==> config.mk <==
export PLATFORM = sky130hd
export DESIGN_NAME = lane_follow_speed_governor_top
export DESIGN_NICKNAME = d
export VERILOG_FILES = /design/src/rtl/lfsg_pkg.sv /design/src/rtl/lane_follow_speed_governor_top.sv /design/src/rtl/lfsg_ctrl.sv /design/src/rtl/lfsg_dp.sv
export SDC_FILE = /design/constraint.sdc
export NUM_CORES = 2
export LEC_CHECK = 0
export ABC_AREA = 1
export ABC_CLOCK_PERIOD_IN_PS = 17350
export BUFFER_PORTS_ARGS = -buffer_cell sky130_fd_sc_hd__buf_2
export CORE_UTILIZATION = 40
export DETAILED_ROUTE_END_ITERATION = 8
export GPL_ROUTABILITY_DRIVEN = 0
export PLACE_DENSITY = 0.53
export SYNTH_ARGS = -nofsm -noshare
export SYNTH_HDL_FRONTEND = slang
export SYNTH_SLANG_ARGS = --single-unit
==> constraint.sdc <==
create_clock -name clk_i -period 17.35 [get_ports clk_i]
set_input_delay 0.8675 -clock clk_i [delete_from_list [all_inputs] [get_ports clk_i]]
set_output_delay 0.8675 -clock clk_i [all_outputs]
set_load 0.01 [all_outputs]
==> src/rtl/lfsg_pkg.sv <==
// Package for the lane-follow speed governor: beat types, register indexes, constants.
package lfsg_pkg;

  typedef struct packed {
    logic               track_valid;
    logic signed [15:0] track_offset;
    logic signed [15:0] track_vx;
    logic signed [15:0] track_vy;
    logic [23:0]        track_pos;
    logic [23:0]        own_pos;
    logic [15:0]        own_speed;
    logic [5:0]         path_len;
    logic               last_track;
  } in_item_t;

  typedef struct packed {
    logic        close_seen;
    logic [15:0] ref_speed;
    logic        frame_done;
  } out_item_t;

  // register indexes
  localparam int unsigned CfgIdxW = 3;
  localparam logic [CfgIdxW-1:0] CFG_LANE_INDEX   = 3'd0;
  localparam logic [CfgIdxW-1:0] CFG_FOLLOW_GAP   = 3'd1;
  localparam logic [CfgIdxW-1:0] CFG_TOP_SPEED    = 3'd2;
  localparam logic [CfgIdxW-1:0] CFG_SPEED_STEP   = 3'd3;
  localparam logic [CfgIdxW-1:0] CFG_SPEED_MARGIN = 3'd4;

  // register reset values
  localparam logic [1:0]  RST_LANE_INDEX   = 2'd1;
  localparam logic [15:0] RST_FOLLOW_GAP   = 16'd7680;
  localparam logic [15:0] RST_TOP_SPEED    = 16'd50944;
  localparam logic [11:0] RST_SPEED_STEP   = 12'd229;
  localparam logic [11:0] RST_SPEED_MARGIN = 12'd115;
  localparam logic [15:0] RST_REF_SPEED    = 16'd50688;

  // shared multiplier operands
  localparam int unsigned MulW = 24;
  // floor(x/50) = (x*RECIP_50) >> 28 for x < 2^22
  localparam logic [MulW-1:0] RECIP_50   = 24'd5368710;
  // floor(z/1125) = (z*RECIP_1125) >> 33 for z < 2^23
  localparam logic [MulW-1:0] RECIP_1125 = 24'd7635498;
  // 2.23694*4 in Q14: 1/256 m/s to 1/1024 mph
  localparam logic [MulW-1:0] MPH_K      = 24'd146600;
  localparam logic [21:0]     ROUND_50   = 22'd25;
  localparam logic [33:0]     ROUND_MPH  = 34'd8192;
  localparam logic [31:0]     ROUND_DEC  = 32'd288000;
  localparam logic [15:0]     GAP_ZERO   = 16'd7680;   // 30 m
  localparam logic [31:0]     SQRT_BIT0  = 32'h4000_0000;

  typedef enum logic [3:0] {
    OP_NONE,
    OP_LOAD,
    OP_SQX,
    OP_SQY,
    OP_SUM,
    OP_SQRT,
    OP_ADV,
    OP_DIV50,
    OP_GAP,
    OP_MPH,
    OP_CMP,
    OP_DSQ,
    OP_DDIV,
    OP_DEC,
    OP_FIN
  } op_e;

  typedef struct packed {
    op_e op;
  } cmd_t;

  typedef struct packed {
    logic in_lane;     // vehicle beat inside the watched lane
    logic hit;         // ahead within the gap (valid during OP_GAP)
    logic slower;      // lead slower by more than the margin (valid during OP_CMP)
    logic sqrt_last;   // final root iteration pair
  } sts_t;

  typedef struct packed {
    logic [31:0] rem;
    logic [31:0] res;
  } sqrt_st_t;

  // one digit of the bitwise integer square root
  function automatic sqrt_st_t sqrt_step(sqrt_st_t s, logic [31:0] b);
    sqrt_st_t    r;
    logic [32:0] t;
    t = {1'b0, s.res} + {1'b0, b};
    if ({1'b0, s.rem} >= t) begin
      r.rem = s.rem - t[31:0];
      r.res = (s.res >> 1) + b;
    end else begin
      r.rem = s.rem;
      r.res = s.res >> 1;
    end
    return r;
  endfunction

endpackage

==> src/rtl/lane_follow_speed_governor_top.sv <==
// One beat at a time: a new beat is accepted only after the last one has left the
//   frame-end step. The root loop and the single shared 24x24 multiplier that every
//   product goes through set how long each beat takes.
// Reset (rst_ni low, asynchronous): registers back to their defaults, reference speed 50688,
//   close flag clear, no result pending. No clearing pass.
module lane_follow_speed_governor_top (
  input  logic                         clk_i,
  input  logic                         rst_ni,
  // input beats: one tracked vehicle (or an empty frame marker)
  input  logic                         in_valid_i,
  output logic                         in_ready_o,
  input  lfsg_pkg::in_item_t           in_data_i,
  // result beats: one per input beat
  output logic                         out_valid_o,
  input  logic                         out_ready_i,
  output lfsg_pkg::out_item_t          out_data_o,
  // configuration writes
  input  logic                         cfg_valid_i,
  output logic                         cfg_ready_o,
  input  logic [lfsg_pkg::CfgIdxW-1:0] cfg_index_i,
  input  logic [15:0]                  cfg_data_i
);
  import lfsg_pkg::*;

  cmd_t cmd;
  sts_t sts;

  // Register writes are taken in any cycle; unknown indexes fall through the
  // decode in the datapath and change nothing.
  assign cfg_ready_o = 1'b1;

  // Sequencer. Per vehicle beat inside the lane:
  //   square vx, square vy, sum, the root loop (two digits per pass),
  //   path_len*v, divide by 50 (reciprocal multiply), gap test,
  //   mph conversion, margin test, gap error squared, divide by 576000,
  //   saturating decrease, then the frame-end rule and result load.
  // Beats that fail the lane, gap or margin test jump straight to the
  // frame-end step. The result register is free for the next beat to be
  // accepted while a finished one still waits; the frame-end step stalls only
  // if the previous result has not been taken yet.
  lfsg_ctrl u_ctrl (
    .clk_i       (clk_i),
    .rst_ni      (rst_ni),
    .in_valid_i  (in_valid_i),
    .in_ready_o  (in_ready_o),
    .out_valid_o (out_valid_o),
    .out_ready_i (out_ready_i),
    .sts_i       (sts),
    .cmd_o       (cmd)
  );

  // Datapath: configuration, reference speed, sticky flag, working registers.
  lfsg_dp u_dp (
    .clk_i       (clk_i),
    .rst_ni      (rst_ni),
    .in_data_i   (in_data_i),
    .cmd_i       (cmd),
    .sts_o       (sts),
    .cfg_we_i    (cfg_valid_i),
    .cfg_index_i (cfg_index_i),
    .cfg_data_i  (cfg_data_i),
    .out_data_o  (out_data_o)
  );

endmodule

==> src/rtl/lfsg_ctrl.sv <==
// Sequencer for the lane-follow speed governor: steps the datapath through one beat.
module lfsg_ctrl (
  input  logic          clk_i,
  input  logic          rst_ni,
  input  logic          in_valid_i,
  output logic          in_ready_o,
  output logic          out_valid_o,
  input  logic          out_ready_i,
  input  lfsg_pkg::sts_t sts_i,
  output lfsg_pkg::cmd_t cmd_o
);
  import lfsg_pkg::*;

  localparam logic [3:0] ST_IDLE  = 4'd0;
  localparam logic [3:0] ST_SQX   = 4'd1;
  localparam logic [3:0] ST_SQY   = 4'd2;
  localparam logic [3:0] ST_SUM   = 4'd3;
  localparam logic [3:0] ST_SQRT  = 4'd4;
  localparam logic [3:0] ST_ADV   = 4'd5;
  localparam logic [3:0] ST_DIV50 = 4'd6;
  localparam logic [3:0] ST_GAP   = 4'd7;
  localparam logic [3:0] ST_MPH   = 4'd8;
  localparam logic [3:0] ST_CMP   = 4'd9;
  localparam logic [3:0] ST_DSQ   = 4'd10;
  localparam logic [3:0] ST_DDIV  = 4'd11;
  localparam logic [3:0] ST_DEC   = 4'd12;
  localparam logic [3:0] ST_FIN   = 4'd13;

  logic [3:0] state_q, state_d;
  logic       out_valid_q, out_valid_d;
  logic       fin_go;

  assign fin_go = !out_valid_q || out_ready_i;

  always_comb begin
    state_d    = state_q;
    cmd_o.op   = OP_NONE;
    case (state_q)
      ST_IDLE: begin
        if (in_valid_i) begin
          cmd_o.op = OP_LOAD;
          state_d  = ST_SQX;
        end
      end
      ST_SQX: begin
        if (sts_i.in_lane) begin
          cmd_o.op = OP_SQX;
          state_d  = ST_SQY;
        end else begin
          state_d  = ST_FIN;
        end
      end
      ST_SQY: begin
        cmd_o.op = OP_SQY;
        state_d  = ST_SUM;
      end
      ST_SUM: begin
        cmd_o.op = OP_SUM;
        state_d  = ST_SQRT;
      end
      ST_SQRT: begin
        cmd_o.op = OP_SQRT;
        if (sts_i.sqrt_last) state_d = ST_ADV;
      end
      ST_ADV: begin
        cmd_o.op = OP_ADV;
        state_d  = ST_DIV50;
      end
      ST_DIV50: begin
        cmd_o.op = OP_DIV50;
        state_d  = ST_GAP;
      end
      ST_GAP: begin
        cmd_o.op = OP_GAP;
        state_d  = sts_i.hit ? ST_MPH : ST_FIN;
      end
      ST_MPH: begin
        cmd_o.op = OP_MPH;
        state_d  = ST_CMP;
      end
      ST_CMP: begin
        cmd_o.op = OP_CMP;
        state_d  = sts_i.slower ? ST_DSQ : ST_FIN;
      end
      ST_DSQ: begin
        cmd_o.op = OP_DSQ;
        state_d  = ST_DDIV;
      end
      ST_DDIV: begin
        cmd_o.op = OP_DDIV;
        state_d  = ST_DEC;
      end
      ST_DEC: begin
        cmd_o.op = OP_DEC;
        state_d  = ST_FIN;
      end
      ST_FIN: begin
        if (fin_go) begin
          cmd_o.op = OP_FIN;
          state_d  = ST_IDLE;
        end
      end
      default: state_d = ST_IDLE;
    endcase
  end

  always_comb begin
    out_valid_d = out_valid_q;
    if (out_ready_i) out_valid_d = 1'b0;
    if (state_q == ST_FIN && fin_go) out_valid_d = 1'b1;
  end

  always_ff @(posedge clk_i or negedge rst_ni) begin
    if (!rst_ni) begin
      state_q     <= ST_IDLE;
      out_valid_q <= 1'b0;
    end else begin
      state_q     <= state_d;
      out_valid_q <= out_valid_d;
    end
  end

  assign in_ready_o  = (state_q == ST_IDLE);
  assign out_valid_o = out_valid_q;

endmodule

==> src/rtl/lfsg_dp.sv <==
// Datapath for the lane-follow speed governor: shared multiplier, root, speed state.
module lfsg_dp (
  input  logic                           clk_i,
  input  logic                           rst_ni,
  input  lfsg_pkg::in_item_t             in_data_i,
  input  lfsg_pkg::cmd_t                 cmd_i,
  output lfsg_pkg::sts_t                 sts_o,
  input  logic                           cfg_we_i,
  input  logic [lfsg_pkg::CfgIdxW-1:0]   cfg_index_i,
  input  logic [15:0]                    cfg_data_i,
  output lfsg_pkg::out_item_t            out_data_o
);
  import lfsg_pkg::*;

  // configuration
  logic [1:0]  lane_q;
  logic [15:0] gap_lim_q, top_q;
  logic [11:0] step_q, margin_q;

  // speed state
  logic [15:0] ref_q, ref_d;
  logic        close_q, close_d;

  // working registers
  in_item_t        item_q;
  logic [2*MulW-1:0] p_q;
  logic [31:0]     acc_q, res_q, bit_q;
  logic [15:0]     gap_q, diff_q;
  out_item_t       out_q;

  // multiplier
  logic [MulW-1:0]   mul_a, mul_b;
  logic [2*MulW-1:0] prod;

  logic [15:0] ax, ay, v;
  logic signed [16:0] d17, lo17, hi17;
  logic [21:0] adv_x;
  logic [16:0] adv;
  logic [24:0] spos, gap_full;
  logic [33:0] mph_sum;
  logic [20:0] mph_cmp;
  logic [31:0] dec_y;
  logic [12:0] dec;
  logic [16:0] ref_inc;
  sqrt_st_t    sq0, sq1, sq2;

  assign ax = item_q.track_vx[15] ? 16'(-item_q.track_vx) : item_q.track_vx;
  assign ay = item_q.track_vy[15] ? 16'(-item_q.track_vy) : item_q.track_vy;
  assign v  = res_q[15:0];

  assign d17  = 17'(item_q.track_offset);
  assign lo17 = signed'({5'd0, lane_q, 10'd0});
  assign hi17 = lo17 + 17'sd1024;

  assign adv_x   = p_q[21:0] + ROUND_50;
  assign adv     = p_q[44:28];
  assign spos    = {1'b0, item_q.track_pos} + {8'd0, adv};
  assign gap_full = spos - {1'b0, item_q.own_pos};

  assign mph_sum = p_q[33:0] + ROUND_MPH;
  assign mph_cmp = {1'b0, mph_sum[33:14]} + {9'd0, margin_q};

  assign dec_y = p_q[31:0] + ROUND_DEC;
  assign dec   = p_q[45:33];

  assign sq0 = '{rem: acc_q, res: res_q};
  assign sq1 = sqrt_step(sq0, bit_q);
  assign sq2 = sqrt_step(sq1, bit_q >> 2);

  always_comb begin
    mul_a = {8'd0, ax};
    mul_b = {8'd0, ax};
    case (cmd_i.op)
      OP_SQY:   begin mul_a = {8'd0, ay};          mul_b = {8'd0, ay};     end
      OP_ADV:   begin mul_a = {18'd0, item_q.path_len}; mul_b = {8'd0, v}; end
      OP_DIV50: begin mul_a = {2'd0, adv_x};       mul_b = RECIP_50;       end
      OP_MPH:   begin mul_a = {8'd0, v};           mul_b = MPH_K;          end
      OP_DSQ:   begin mul_a = {8'd0, diff_q};      mul_b = {8'd0, diff_q}; end
      OP_DDIV:  begin mul_a = {1'b0, dec_y[31:9]}; mul_b = RECIP_1125;     end
      default:  begin mul_a = {8'd0, ax};          mul_b = {8'd0, ax};     end
    endcase
  end

  assign prod = mul_a * mul_b;

  // status
  assign sts_o.in_lane   = item_q.track_valid && (d17 > lo17) && (d17 < hi17);
  assign sts_o.hit       = (spos > {1'b0, item_q.own_pos}) &&
                           (gap_full < {9'd0, gap_lim_q});
  assign sts_o.slower    = mph_cmp < {5'd0, item_q.own_speed};
  assign sts_o.sqrt_last = bit_q[2];

  // speed state update
  always_comb begin
    ref_d   = ref_q;
    close_d = close_q;
    ref_inc = {1'b0, ref_q} + {5'd0, step_q};
    case (cmd_i.op)
      OP_GAP: if (sts_o.hit) close_d = 1'b1;
      OP_DEC: ref_d = (ref_q <= {3'd0, dec}) ? 16'd0 : ref_q - {3'd0, dec};
      OP_FIN: begin
        if (item_q.last_track) begin
          if (!close_q && ref_q < top_q) ref_d = ref_inc[16] ? 16'hFFFF : ref_inc[15:0];
          close_d = 1'b0;
        end
      end
      default: ;
    endcase
  end

  always_ff @(posedge clk_i or negedge rst_ni) begin
    if (!rst_ni) begin
      lane_q    <= RST_LANE_INDEX;
      gap_lim_q <= RST_FOLLOW_GAP;
      top_q     <= RST_TOP_SPEED;
      step_q    <= RST_SPEED_STEP;
      margin_q  <= RST_SPEED_MARGIN;
      ref_q     <= RST_REF_SPEED;
      close_q   <= 1'b0;
    end else begin
      ref_q   <= ref_d;
      close_q <= close_d;
      if (cfg_we_i) begin
        case (cfg_index_i)
          CFG_LANE_INDEX:   lane_q    <= cfg_data_i[1:0];
          CFG_FOLLOW_GAP:   gap_lim_q <= cfg_data_i;
          CFG_TOP_SPEED:    top_q     <= cfg_data_i;
          CFG_SPEED_STEP:   step_q    <= cfg_data_i[11:0];
          CFG_SPEED_MARGIN: margin_q  <= cfg_data_i[11:0];
          default: ;
        endcase
      end
    end
  end

  // payload registers
  always_ff @(posedge clk_i) begin
    p_q <= prod;
    case (cmd_i.op)
      OP_LOAD: item_q <= in_data_i;
      OP_SQY:  acc_q  <= p_q[31:0];
      OP_SUM: begin
        acc_q <= acc_q + p_q[31:0];
        res_q <= '0;
        bit_q <= SQRT_BIT0;
      end
      OP_SQRT: begin
        acc_q <= sq2.rem;
        res_q <= sq2.res;
        bit_q <= bit_q >> 4;
      end
      OP_GAP:  gap_q  <= gap_full[15:0];
      OP_CMP:  diff_q <= (gap_q > GAP_ZERO) ? gap_q - GAP_ZERO : GAP_ZERO - gap_q;
      OP_FIN: begin
        out_q.close_seen <= close_q;
        out_q.ref_speed  <= ref_d;
        out_q.frame_done <= item_q.last_track;
      end
      default: ;
    endcase
  end

  assign out_data_o = out_q;

endmodule

# Word level (Yosys, flattened, before mapping)
# Index checks and enable logic that the tools add are counted.
[op_classes] addsub=20 mul=1 order_cmp=10 eq_ne=35 muxes=31 reduce_logical=21
[ops] op="$pmux W23 S6" count=2
[ops] op="$mux W64" count=2
[ops] op="$pmux W32 S2" count=2
[ops] op="$mux W16" count=7
[ops] op="$pmux W4 S14" count=2
[ops] op="$pmux W32 S3" count=1
[ops] op="$ge A32 B33 Y1" count=2
[ops] op="$sub A32 B32 Y32" count=2
[ops] op="$eq A4 B4 Y1 const B" count=13
[ops] op="$mul A23 B23 Y46" count=1
[ops] op="$add A34 B14 Y34 const B" count=1
[ops] op="$add A32 B30 Y33" count=1
[ops] op="$add A32 B32 Y33" count=1
[ops] op="$add A31 B30 Y32" count=1
[ops] op="$add A31 B32 Y32" count=1
[ops] op="$add A32 B19 Y32 const B" count=1
[ops] op="$add A32 B32 Y32" count=1
[ops] op="$eq A4 B3 Y1 const B" count=8
[ops] op="$neg A16 Y16" count=2
[ops] op="$pmux W16 S2" count=1
[ops] op="$add A24 B17 Y25" count=1
[ops] op="$gt A25 B24 Y1" count=1
[ops] op="$lt A25 B16 Y1" count=1
[ops] op="$sub A25 B24 Y25" count=1
[ops] op="34 further kinds" count=62
[totals] regBits=392 inputBits=144 out_inout_bits=21 word_cells=145

# Longest topological paths before layout
[depth] ltp_word=8 depth_mapped=62 mapped_depth_nobuf=59

# By module
# From an unflattened synthesis, not the netlist that was laid out.
[unflattened] cells_unflattened=6432 area_unflattened_um2=48281.3
[by_module_without_submodules] module="lfsg_dp" instances=1 cells_each=6355 area_per_inst_um2=47819.6 seq_area_each_um2=10094.7
[by_module_without_submodules] module="lfsg_ctrl" instances=1 cells_each=75 area_per_inst_um2=450.4 seq_area_each_um2=125.1
[by_module_without_submodules] module="lane_follow_speed_governor_top" instances=1 cells_each=2 area_per_inst_um2=11.3 seq_area_each_um2=0.0

# Worst setup path before layout
# OpenSTA, ideal clock, no wires.
[synth_path] path_type="register to register" start="reg u_dp.p_q[8]" end="reg u_dp.p_q[37]" setup_time_ps=72 arrival_time_ps=8003 t_required_ps=17278 path_slack_ps=9274 path_stages_with_launch=46 n_path_buf=1 period_less_slack_ps=8076 path_cell_list="dfxtp_1 -> ha_1 -> nor2_1 -> inv_1 -> nand3_1 -> nand2_1 -> inv_1 -> a21oi_1 -> inv_1 -> nor2_1 -> nor2_1 -> nor2_1 -> inv_1 -> nor2_1 -> inv_1 -> nand2_1 -> nand3_1 -> o2111ai_1 -> (+10 left out) -> inv_1 -> fa_1 -> fa_1 -> inv_1 -> fa_1 -> inv_1 -> ha_1 -> a21oi_1 -> o21ai_0 -> a211oi_1 -> o21ai_0 -> a21oi_1 -> inv_1 -> nand2_1 -> nand2_1 -> a21o_1 -> a21oi_1 -> xnor2_1"
[synth_between] elab_chain_len=3 word_cells_on_any_way=4 classes_between="add/sub (2); mul (1); mux (1)"
[synth_rtl] item="start: declaration" line="lfsg_dp.sv:26" source="logic [2*MulW-1:0] p_q;"
[synth_rtl] item="start signal: assignment" line="lfsg_dp.sv:138" source="p_q <= prod;"
[synth_rtl] item="$add A32 B19 Y32 or $add A22 B5 Y22 (tied branches)" line="lfsg_dp.sv:63, lfsg_dp.sv:55"
[synth_rtl] item="$pmux W23 S6 *" line="lfsg_dp.sv:73" source="case (cmd_i.op)"
[synth_rtl] item="$mul A23 B23 Y46 *" line="lfsg_dp.sv:84" source="assign prod = mul_a * mul_b;"
[synth_rtl] item="via u_dp.prod[37]" line="lfsg_dp.sv:33" source="logic [2*MulW-1:0] prod;"
# Mark *: on every way through the listed nets, which the timed path passes. The rest lies on a longest branch.
# A chain may end at the register's enable or synchronous reset.

# Final worst setup path
[layout_path] start="reg u_ctrl.state_q[3]" end="reg u_dp.p_q[42]"
[layout_between] elab_chain_len=5 word_cells_on_any_way=24 classes_between="mul (1); eq/ne (19); mux (3); reduce/logical (1)"
[layout_rtl] item="start: declaration" line="lfsg_ctrl.sv:29" source="logic [3:0] state_q, state_d;"
[layout_rtl] item="start signal: assignment" line="lfsg_ctrl.sv:118" source="state_q <= state_d;"
[layout_rtl] item="$eq A4 B4 Y1 (tied with other cells)" line="lfsg_ctrl.sv:38" source="case (state_q)"
[layout_rtl] item="$pmux W4 S14 *" line="lfsg_ctrl.sv:38"
[layout_rtl] item="$eq A4 B4 Y1 (tied with other cells)" line="lfsg_dp.sv:73"
[layout_rtl] item="$pmux W23 S6" line="lfsg_dp.sv:73"
[layout_rtl] item="$mul A23 B23 Y46 *" line="lfsg_dp.sv:84"
[layout_rtl] item="via u_dp.prod[42]" line="lfsg_dp.sv:33"
# Marked as above.

==> results.md <==
* Synth cell count leaders: 1,317 x nand2_1, 1,316 x inv_1, 567 x nor2_1
* DRC viols at 0
* Die height at 349 um
* Period utilisation layout at 0.698
* Max clock buf depth at 3
* Starting Density at 0.405
* Synth warnings at 0
* Die Wd at 349 um
* Grt ovf at 0
* GRT Overall Usage at 0.283
* Period minus WS final at around 12,000 ps
* Fin. Hold Viols at 0
* Number of nets still failing antenna checks after routing at 0
* Wire length per cell at 21.2 um
* Vias/cell at 5.29
* Clk_lat worst skew at about 660 ps
* Filler instances at 12,400
* Slew @ Worst Pin at 1350 ps
* Die area at 122,000 um2
* Reg clk slew, reported paths at 60 ps
* Crit-path max FO at 22
* Highest cell delay on the worst timing path at about 1100 ps
* Setup TNS at 0 ps
* Max Freq at 0.0826 GHz
* Slew Limit Fails at 0
* Post-Syn Area at between 40,000 and 50,000 um2
* Number of synthesized register bits at 368
* Mapped Cells at around 6,400
* Slew Limit Headroom at 0.0996
* First-pass GRT wire length at between 200,000 and 300,000 um
* Final #Nets at 7,565
* Arrival @ worst endpoint at 12,620 ps
* Worst Setup End Kind: flip-flop
* Worst Clk Skew at 33.2 ps
* CP startpoint kind: flip-flop
* CTS tree: built
* Synth top area cells: fa_1 18%, edfxtp_1 15%, ha_1 12%
* Critical path's slowest cell: nor4_1
* Count leader, synth: nand2_1
* Initial antenna violation count at 7
* RSZ-0062 raised after global routing: false
* Setup Viol. Count Final at 0
* WP data required at ~18,000 ps
* DPL Wire Length at between 100,000 and 150,000 um
* DRT Pass-1 Iters at 7
* Core Region at 119,000 um2
* Area Overhead vs Synth at 9.01%
* Post-CTS setup buffers at 0
* Clock buffers created by TritonCTS at 47
* Netlist cell types at 70
* Clock root buffer: clkbuf_16
* I/O pins at 165
* Most area-hungry cell type in the Yosys netlist: fa_1
* Sequential fraction of the synthesis area at 0.212
* Post-synth top area share at 0.176
* Syn_area_per_cell at ~7.6 um2
* Vias in the first global route at 41,500
* # H-tree levels at 2
* Via count at 43,200
* Row count at ~130
* Synth async-reset ratio at 0.217
* Layout cells sized above 1 at 0.0636
* Max-cap violation count at 0
* Post-synth EDFFs at about 240
* # hold bufs at CTS at 0
* Clk sinks at 368
* Most used DFF post-synth: edfxtp_1
* Initial DRC count at about 4,400
* WL final at between 150,000 and 200,000 um
* Post-CTS Resized at 0
* Worst hold path type: input port to asynchronous set/reset pin
* Most frequent CP cell: inv_1
* Status: finished clean
* Crit Path Category: flip-flop to flip-flop
* Largest net degree at the start of global routing at 69
* Port-buffer cells at around 160
-- sequential cells by signal (all words and copies together) (netlist names), 2 cells and up --
signal / flops
u_dp.item_q: 104
u_dp.p_q: 46
u_dp.res_q: 32
u_dp.step_q: 12
u_dp.acc_q: 32
u_dp.margin_q: 12
u_dp.ref_q: 16
u_ctrl.state_q: 4
u_dp.out_data_o: 18
u_dp.d17: 16
u_dp.gap_q: 16
u_dp.diff_q: 16
u_dp.lane_q: 2
u_dp.top_q: 16
u_dp.bit_q: 8
u_dp.gap_lim_q: 16
-- worst max-delay path: cells and delay by family (launching register included) --
family | cells | cell delay, ps
buffers and inverters | 9 | 2170
AND/OR/NAND/NOR | 11 | 3640
adder cells (fa/ha/maj) | 8 | 3920
flip-flops | 1 | 410
AO/OA/AOI/OAI | 5 | 1440
XOR/XNOR | 1 | 300
-- cell families (layout without fill, tap and decap cells) --
logic type,count (synthesis),after routing,share of synthesized area
AO/OA/AOI/OAI,891,891,0.107
other,2,52,0.000156
adder cells (fa/ha/maj),884,884,0.296
XOR/XNOR,311,311,0.0566
AND/OR/NAND/NOR,2450,2450,0.213
buffers and inverters,1446,1621,0.115
flip-flops,368,368,0.212
-- layout by cell type (no fill, tap or decap), drive strengths merged, types with 214 or more instances in the layout --
master     n
o21ai    329
nand2   1351
nand3    302
fa       423
xor2     214
edfxtp   242
inv     1331
ha       461
nor2     579
a21oi    351
-- layout make-up --
class	count	area (um2)	share of cell area
Antenna cell	2	5.00	0.0000954
Clock buffer	58	1230	0.0234
Clock inverter	29	343	0.00654
Inverter	1337	5020	0.0957
Multi-Input combinational cell	4586	32600	0.621
Sequential cell	368	10200	0.195
Tap cell	1600	2000	0.0382
Timing Repair Buffer	197	1070	0.0205
-- per-stage QoR --
step                      area [um2]  setup WS (ps)  hold slack [ps]  utilization  instances
final                          52400           5250             78.2        0.442       8177
after detailed placement       50900           5660              473        0.428       8088
after CTS                      52400           5610             52.8        0.442       8175
after global routing           52400           4930             68.3        0.442       8175
after global placement         50900           5580              467        0.428       8088
after floorplan                48300           9270              447            -       6400
-- metal layers --
layer	wire [um]	GRT usage	share of wire
met3	15400	0.0582	0.089
met5	13	0	0.000075
met1	77100	0.398	0.45
met4	4280	0.0678	0.025
met2	76300	0.443	0.44
-- final timing paths --
kind / cells after the start / slack [ps] / from / endpoint
worst min register to register: 2 / 480 / u_dp.gap_lim_q[8] / u_dp.gap_lim_q[8]
worst min-delay path: 1 / 80 / rst_ni / u_dp.ref_q[4]
worst max register to register: 34 / 5250 / u_ctrl.state_q[3] / u_dp.p_q[42]
min in group clk_i: 1 / 380 / in_data_i[6] / u_dp.item_q[6]
worst max-delay path: 34 / 5250 / u_ctrl.state_q[3] / u_dp.p_q[42]
max in group asynchronous: 2 / 16150 / rst_ni / u_dp.margin_q[9]
Power is not shown: default switching activity piles up to over one toggle a cycle in this logic, so the estimate is an artifact.
